===== src/rtl/core/dtc_pkg.sv =====
// ----------------------------------------------------------------------------
// Decision tree classifier package
// Shared constants, codes and types for the decision tree classifier core.
// ----------------------------------------------------------------------------
`default_nettype none

package dtc_pkg;

   localparam int MAX_NODES     = 256;
   localparam int MAX_FEATURES  = 1024;
   localparam int VALUE_BITS    = 32;
   localparam int COUNT_BITS    = 32;

   localparam int NODE_BITS     = $clog2(MAX_NODES);
   localparam int FEAT_BITS     = $clog2(MAX_FEATURES);
   localparam int FEAT_IDX_BITS = 11;
   localparam int STEP_BITS     = $clog2(MAX_NODES + 1);
   localparam int CODE_BITS     = 3;

   typedef enum logic [1:0] {
      OP_WRITE_NODE    = 2'd0,
      OP_WRITE_FEATURE = 2'd1,
      OP_CLASSIFY      = 2'd2,
      OP_READ_COUNT    = 2'd3
   } opcode_type;

   typedef enum logic [1:0] {
      ST_DONE       = 2'd0,
      ST_LEAF       = 2'd1,
      ST_DEAD_END   = 2'd2,
      ST_STEP_LIMIT = 2'd3
   } status_type;

   typedef enum logic [CODE_BITS-1:0] {
      CMP_LT = 3'd0,
      CMP_LE = 3'd1,
      CMP_GT = 3'd2,
      CMP_GE = 3'd3,
      CMP_EQ = 3'd4
   } compare_type;

   typedef struct packed {
      logic [FEAT_IDX_BITS-1:0] feat;
      logic [NODE_BITS-1:0]     lchild;
      logic [NODE_BITS-1:0]     rchild;
      logic [CODE_BITS-1:0]     lcmp;
      logic [CODE_BITS-1:0]     rcmp;
   } node_entry_type;

endpackage

`default_nettype wire


===== src/rtl/core/dtc_compare.sv =====
// ----------------------------------------------------------------------------
// Decision tree branch compare unit
// Signed compare of a feature value against a threshold under a compare code.
// ----------------------------------------------------------------------------
`default_nettype none

module dtc_compare (
   input  wire logic signed [dtc_pkg::VALUE_BITS-1:0] value,
   input  wire logic signed [dtc_pkg::VALUE_BITS-1:0] threshold,
   input  wire logic [dtc_pkg::CODE_BITS-1:0]         code,
   output logic                                        holds
);

   logic less;
   logic equal;

   assign less  = value < threshold;
   assign equal = value == threshold;

   always_comb begin
      unique case (code)
         dtc_pkg::CMP_LT: holds = less;
         dtc_pkg::CMP_LE: holds = less | equal;
         dtc_pkg::CMP_GT: holds = ~(less | equal);
         dtc_pkg::CMP_GE: holds = ~less;
         dtc_pkg::CMP_EQ: holds = equal;
         default:         holds = 1'b0;
      endcase
   end

endmodule

`default_nettype wire


===== config.mk =====
export PLATFORM = sky130hd
export DESIGN_NAME = dtc_compare
export DESIGN_NICKNAME = d
export VERILOG_FILES = /design/src/rtl/core/dtc_pkg.sv /design/src/rtl/core/dtc_compare.sv
export SDC_FILE = /design/constraint.sdc
export NUM_CORES = 1
export LEC_CHECK = 0
export BUFFER_PORTS_ARGS = -buffer_cell sky130_fd_sc_hd__buf_4
export CAP_MARGIN = 20
export CORE_MARGIN = 5
export CORE_UTILIZATION = 40
export DETAILED_ROUTE_END_ITERATION = 7
export GPL_ROUTABILITY_DRIVEN = 0
export PLACE_DENSITY_LB_ADDON = 0.08
export SKIP_LAST_GASP = 1
export SYNTH_ARGS = -nofsm -noshare
export SYNTH_HDL_FRONTEND = slang
export SYNTH_SLANG_ARGS = --single-unit

===== constraint.sdc =====
create_clock -name vclk -period 2.5
set_clock_uncertainty 0.2 [all_clocks]
set_input_delay 0 -clock vclk [all_inputs]
set_output_delay 0 -clock vclk [all_outputs]
set_load 0.02 [all_outputs]

==> results of run 1 <==
[worst max-delay path by stage]
stage	end	slack [ns]	depth (start not counted)	start
floorplan	holds	0.48	9	threshold[14]
global placement	holds	0.20	10	value[14]
detailed placement	holds	0.17	9	value[31]
CTS	holds	0.17	9	value[31]
global route	holds	0.06	11	threshold[14]
finish	holds	0.22	10	value[29]
[cells in the mapped netlist (2+ instances only)]
cell       n  share of area
a211oi_1   2          0.017
a21oi_1   14          0.082
and3_1     2          0.015
ha_1      32           0.47
inv_1     33           0.14
nand2_1    8          0.035
nand3_1    2          0.012
nand4_1    7          0.051
nor2_1     3          0.013
nor4_1     2          0.015
o21ai_0    3          0.017
[cell usage in the layout, fill, tap and decap left out]
cell type	n
o21a_1	1
nor4_2	1
nand2_1	8
a2bb2oi_1	1
a221o_1	1
and3_1	2
o21bai_1	1
nand3_1	2
a21o_1	1
ha_1	32
nand4_2	1
a21oi_1	14
or3_1	1
nor3_1	1
nor2b_1	1
o21ai_0	3
a211oi_1	2
nand4b_1	1
buf_4	68
or4_1	1
o31a_1	1
o211ai_1	1
nand4_1	7
nor4_1	1
mux2i_1	1
nor2_1	3
inv_1	33
[logic make-up after synthesis]
| kind of cell | count (synthesis) |
|---|---|
| fa+ha+maj | 32 |
| buf+inv | 33 |
| simple gates | 30 |
| mux | 1 |
| compound gates | 26 |
[cell type report]
type                       count  area (sq um)
multi-input combinational     89           741
fill                         183           593
timing repair buffer          68           510
inverter                      33           124
tap                           27          33.8
[repair_timing]
| item | 4_1_cts | 5_1_grt |
|---|---|---|
| resized for setup | 0 | 1 |
| setup endpoints to repair | 0 | 1 |
| buffers inserted | 0 | 0 |
[power groups by stage]
stage	clock (mW)	sequential (mW)	combinational, mW
2_1_floorplan	0	0	0.0992
3_3_place_gp	0	0	0.197
3_5_place_dp	0	0	0.207
4_1_cts	0	0	0.209
5_1_grt	0	0	0.235
6_report	0	0	0.208
[routing by layer]
metal / vias up / wire length [um]
met5: - / 0
met4: 0 / 64
met3: 6 / 253
met2: 49 / 1220
met1: 468 / 915
li1: 567 / -
==> out/metrics.yaml, run 1 <==
dr.pass1.iters: 4
syn_area_per_cell_sq_um: 7.04
ioPinCount: 68
min-delay-start: "code[2]"
status: "finished clean"
yosys.area_share.simple: 0.194
use_met2: 0.285
route.detailed.drc: 0
cp-end-kind: "output pin"
hp-class: "in2out"
yosys.area_share.adder: 0.466
hold_ws_ns: 0.219
max_freq_mhz: 438
cp_common_cell: "buf_4"
synth-seq-area-share: 0
place_hpwl_mm: 2.33
grtUsageMet3: 0.0344
grt_usage: 0.149
fin_util: 0.704
worstSetupPathType: "in2out"
dieArea_sq_um: 3170
design.seq.count: 0
diodes: 0
worst_pin_slew_ns: 0.318
drt_iter0_markers: 13
syn_nets: 221
fin_crit_ns: 2.28
relSlewSlack: 0.786
share_comb_of_total_power: 1.000
antenna_left: 0
worst-endpoint-required_ns: 2.30
core_area_sq_um: 2000
seqCellArea_sq_um: 0
stdcell_area_sq_um: 1410
power.share.sequential: 0
crit_chain: "buf_4 -> ha_1 -> nand4_1 -> nor3_1 -> a211oi_1 -> a21oi_1 -> o21bai_1 -> or4_1 -> and3_1 -> buf_4"
cp.arrival_ns: 2.08
wl_per_cell_um: 11.3
start_util: 0.429
critPathMaxFanout: 4
ir_drop_v: 0.0000798
max_stage_delay_ns: 0.45
critical_path_buf_inv_count: 2
rows: 16
placed_area_sq_um: 1400
synth_cell_types: 25
top_usage_layer: "met2"
setup-violations-final: 0
final_nets: 291
cp_top_family: "simple AND/OR/NAND/NOR gates"
viasPerCell: 5.02
fin_crit_sh: 0.914
power.density_nw_per_um2: 147
power_leakage_nw: 0.852
dp_slack_ns: 0.174
hold_buffers: 0
drive_gt1_frac: 0.368
grt_max_degree: 5
die-width_um: 56.3
die_h_um: 56.3
grt_pass1_vias: 1074
p_sw_frac: 0.406
cap_violations: 0
hold_viol: 0
via_count: 1090
synthXorXnorAreaFrac: 0
n_clock_buffer: 0
hold_path_end: "holds"
synth_mux_area_frac: 0.0117
synth_area_sq_um: 858
port_buffers: 68
area_growth_pct: 64.1
hold_path_depth: 4
intPower_mw: 0.123
power_mw: 0.208
crit_path_top_delay_cell: "or4_1"
syn-instance-count: 122
synth_top_family_by_area: "adder cells"
totalWireLength_mm: 2.45
met1_usage: 0.161
finalMaxSlewViolations: 0
grt_pass1_wl_mm: 4.09
yosys_warnings: 0
cp-start-kind: "primary input"
synth_compound_area_frac: 0.184
grt.overflow.total: 0
dp.cells: 217
antenna_found_initial: 0
setup_ws_ns: 0.215
fin_cells: 217
rsz0062_at_grt: "false"
pwr-share-clk: 0
p_switching_mw: 0.0843
finalSetupTns_ns: 0
Note: power is estimated with default switching activity, not from simulation.
==> run 2, diff against run 1 <==
--- a/config.mk
+++ b/config.mk
@@ -8,7 +8,7 @@
 export BUFFER_PORTS_ARGS = -buffer_cell sky130_fd_sc_hd__buf_4
 export CAP_MARGIN = 20
 export CORE_MARGIN = 5
-export CORE_UTILIZATION = 40
+export CORE_UTILIZATION = 38
 export DETAILED_ROUTE_END_ITERATION = 7
 export GPL_ROUTABILITY_DRIVEN = 0
 export PLACE_DENSITY_LB_ADDON = 0.08
==> constraint.sdc (replaced) <==
create_clock -name vclk -period 2.08
set_clock_uncertainty 0.2 [all_clocks]
set_input_delay 0 -clock vclk [all_inputs]
set_output_delay 0 -clock vclk [all_outputs]
set_load 0.02 [all_outputs]
==> run 2 against run 1 <==
  * The flow now finishes with violations (setup timing)
  * Non-clock buffer count increased by 10
  * Global-route usage up 1.4 points
  * Final area increased by 20%
  * Via count grew 3.9%
  * Clock-buffer cell count unchanged
  * Setup slack worse by 0.26 ns
  * First-iteration DRC count increased by 54%
  * Sequential share of layout area is the same
  * Routed wire length is 9.0% higher
  * Critical path depth rose by 2
  * Cell count rose by 5.1%
  * Critical endpoint unchanged
  * Largest power group unchanged
  * Highest routed layer is now met3
==> out/metrics.yaml, run 2 (same netlist as run 1, synthesis figures left out) <==
fin_cells: 228
hold_path_depth: 4
drt_iter0_markers: 20
max_freq_mhz: 470
setup-violations-final: 1
start_util: 0.392
worstSetupPathType: "in2out"
viasPerCell: 4.96
dieArea_sq_um: 3310
area_growth_pct: 96.6
totalWireLength_mm: 2.67
dp_slack_ns: -0.188
grt.overflow.total: 0
dr.pass1.iters: 4
antenna_left: 0
fin_crit_ns: 2.13
cp-start-kind: "primary input"
hold_ws_ns: 0.206
wl_per_cell_um: 11.7
ioPinCount: 68
seqCellArea_sq_um: 0
grt_pass1_vias: 1129
setup_ws_ns: -0.0458
place_hpwl_mm: 2.21
die_h_um: 57.5
diodes: 0
hold_buffers: 0
worst_pin_slew_ns: 0.338
cp-end-kind: "output pin"
n_clock_buffer: 0
cap_violations: 0
relSlewSlack: 0.773
rows: 17
drive_gt1_frac: 0.510
dp.cells: 227
status: "finished with violations"
finalSetupTns_ns: -0.0458
violations: "setup timing"
multi_input_comb_area_sq_um: 907
via_count: 1132
final_cell_mix: "buf_4 (69), inv_1 (26), ha_1 (20)"
final_common_cell: "buf_4"
ir_drop_v: 0.000113
hold_viol: 0
critPathMaxFanout: 2
finalMaxSlewViolations: 0
cp.arrival_ns: 1.93
antenna_found_initial: 0
grt_usage: 0.162
core_area_sq_um: 2190
grt_pass1_wl_mm: 4.53
die-width_um: 57.5
grt_max_degree: 4
power.density_nw_per_um2: 184
port_buffers: 68
route.detailed.drc: 0
design.seq.count: 0
final_nets: 301
fin_crit_sh: 1.02
nFillCells: 164
power_leakage_nw: 0.904
worst-endpoint-required_ns: 1.88
hp-class: "in2out"
rsz0062_at_grt: "true"
power_mw: 0.311
## run 2: changes by cell type in the layout (fill, tap and decap cells not counted), moves of 2 or more
cell | before | now
ha_1 | 32 | 20
ha_4 | 0 | 12
buf_6 | 0 | 9
inv_1 | 33 | 26
inv_2 | 0 | 6
o21ai_0 | 3 | 1
o21ai_1 | 0 | 2
## run 2: worst max-delay path, stage by stage
cell and delay [ns]:
buf_6 0.07, inv_4 0.03, ha_4 0.25, nand4_1 0.13, buf_4 0.16, buf_4 0.12
a211oi_1 0.20, o31a_1 0.17, o21bai_1 0.07, or4_1 0.39, and3_1 0.20, buf_6 0.13
## run 2: through the flow
stage | utilization | cell area [sq um]
2_1_floorplan | - | 858
3_3_place_gp | 0.672 | 1470
3_5_place_dp | 0.672 | 1470
4_1_cts | 0.770 | 1690
5_1_grt | 0.770 | 1690
6_report | 0.770 | 1690
## run 2: layout make-up
cell class | instances | share of cell area
inverter | 33 | 0.0749
tap | 28 | 0.0208
multi-input combinational | 89 | 0.537
timing repair buffer | 78 | 0.367
## run 2: repair_timing
action / in CTS / in global routing
resized for setup: 35 / 0
setup endpoints to repair: 1 / 1
hold endpoints to repair: 0 / 0
pin swaps: 16 / 0
buffers inserted: 1 / 0
## run 2: power by group
part           internal [mW]  leakage, nW  total, mW  switching [mW]
sequential                 0            0          0               0
clock                      0            0          0               0
combinational          0.189        0.904      0.311           0.122
total                  0.189        0.904      0.311           0.122
## run 2: final timing paths
path,start,to,slack [ns]
setup / recovery,threshold[9],holds,-0.05
hold / removal,code[2],holds,0.21
## run 2: layer usage
metal  share of wire  global-route usage  vias to the layer above
met2            0.56               0.329                       41
li1                -                   -                      587
met5               0                   0                        -
met4               0              0.0132                        0
met1            0.36               0.181                      504
met3           0.085              0.0204                        0
==> run 3, diff against run 2 <==
--- a/config.mk
+++ b/config.mk
@@ -5,11 +5,11 @@
 export SDC_FILE = /design/constraint.sdc
 export NUM_CORES = 1
 export LEC_CHECK = 0
-export BUFFER_PORTS_ARGS = -buffer_cell sky130_fd_sc_hd__buf_4
 export CAP_MARGIN = 20
 export CORE_MARGIN = 5
-export CORE_UTILIZATION = 38
+export CORE_UTILIZATION = 40
 export DETAILED_ROUTE_END_ITERATION = 7
+export DONT_BUFFER_PORTS = 1
 export GPL_ROUTABILITY_DRIVEN = 0
 export PLACE_DENSITY_LB_ADDON = 0.08
 export SKIP_LAST_GASP = 1
==> run 3 against run 2 <==
  * The flow now finishes without violations
  * Final area fell by 31%
  * Die area decreased by 4.1%
  * Power fell by 35%
  * Maximum frequency is 3.4% higher
  * Setup slack better by 0.071 ns
  * Cell count down 32%
  * Sequential cell count stayed put
  * Highest routed layer unchanged
==> out/metrics.yaml, run 3 (same netlist as run 1, synthesis figures left out) <==
status: "finished clean"
antenna_left: 0
dp_slack_ns: -0.0733
grt.overflow.total: 0
start_util: 0.429
n_clock_buffer: 0
cp-end-kind: "output pin"
worstSetupPathType: "in2out"
die-width_um: 56.3
core_area_sq_um: 2000
ir_drop_v: 0.0000734
design.seq.count: 0
final_common_cell: "inv_1"
grt_pass1_vias: 809
grt_pass1_wl_mm: 3.33
fin_crit_sh: 0.988
drive_gt1_frac: 0.281
finalMaxSlewViolations: 0
met1Wirelength_um: 948
wl_met3_um: 121
max_freq_mhz: 487
fin_crit_ns: 2.05
final_nets: 229
via_count: 874
cp-start-kind: "primary input"
viasPerCell: 5.64
power.density_nw_per_um2: 174
rows: 16
pwr-share-clk: 0
grt_usage: 0.122
dieArea_sq_um: 3170
p_switching_mw: 0.0982
port_buffers: 0
cap_violations: 0
worst-endpoint-required_ns: 1.88
seqCellArea_sq_um: 0
area_growth_pct: 35.7
hp-class: "in2out"
hold_viol: 0
drt_iter0_markers: 12
setup-violations-final: 0
cp.arrival_ns: 1.85
totalWireLength_mm: 2.36
relSlewSlack: 0.727
setup_ws_ns: 0.0251
critPathMaxFanout: 2
power.share.sequential: 0
share_comb_of_total_power: 1.000
worst_pin_slew_ns: 0.406
intPower_mw: 0.104
top_layer_used: "met3"
hold_ws_ns: 0.0217
route.met2.wl_mm: 1.29
grt_max_degree: 4
final_cell_mix: "inv_1 (25), ha_1 (20), a21oi_1 (12), ha_4 (12), nand2_1 (8)"
die_h_um: 56.3
place_hpwl_mm: 1.98
p_sw_frac: 0.485
route.detailed.drc: 0
diodes: 0
wl_per_cell_um: 15.2
hold_buffers: 0
rsz0062_at_grt: "true"
power_leakage_nw: 0.560
dr.pass1.iters: 4
ioPinCount: 68
antenna_found_initial: 0
fin_util: 0.582
==> run 3: changes by cell type in the layout (fill, tap and decap cells not counted), moves of 2 or more <==
cell | previous run | this run
buf_4 | 69 | 6
buf_6 | 9 | 0
a21oi_1 | 14 | 12
a21oi_2 | 0 | 2
inv_2 | 6 | 4
==> run 3: path summary, 6_finish.rpt <==
kind | startpoint | end | cells after the start | slack, ns
worst max-delay path | threshold[8] | holds | 9 | 0.03
worst min-delay path | code[2] | holds | 2 | 0.02
==> run 3: what timing repair did <==
| item | 4_1_cts | 5_1_grt |
|---|---|---|
| pin swaps | 0 | 19 |
| buffers inserted | 0 | 1 |
| resized for setup | 5 | 35 |
| gates cloned | 0 | 0 |
| endpoints found under the setup margin | 1 | 1 |
==> run 3: power by group through the flow <==
| stage | logic [mW] | clock network (mW) | registers [mW] |
|---|---|---|---|
| after CTS | 0.163 | 0 | 0 |
| final | 0.202 | 0 | 0 |
| after global routing | 0.235 | 0 | 0 |
| after floorplan | 0.119 | 0 | 0 |
| after global placement | 0.149 | 0 | 0 |
| after detailed placement | 0.156 | 0 | 0 |
==> run 3: metrics by stage <==
step	total power, mW	std cells	TNS, ns	instance area [sq um]
finish	0.202	155	0	1160
global route	0.235	155	-0.0672	1160
CTS	0.163	154	0	957
detailed placement	0.156	154	-0.0733	930
global placement	0.149	154	-0.0521	930
floorplan	0.119	122	0	858
==> run 3: final cells by class <==
cell class	instances	area [sq um]
well taps	27	33.8
inverters	33	141
repair buffers	6	45.0
multi-input cells	89	945
fillers	189	837
==> run 3: worst max-delay path: stages <==
cell	delay (ns)
inv_4	0.02
ha_4	0.24
nand4_1	0.14
or3_4	0.41
a21oi_2	0.12
o31a_1	0.13
o21bai_1	0.07
or4_1	0.52
and3_4	0.21
==> run 3: metal layers <==
layer  vias to the layer above  global-route usage
met1                       387               0.148
li1                        443                   -
met4                         0                   0
met3                         0              0.0229
met5                         -                   0
met2                        44               0.232
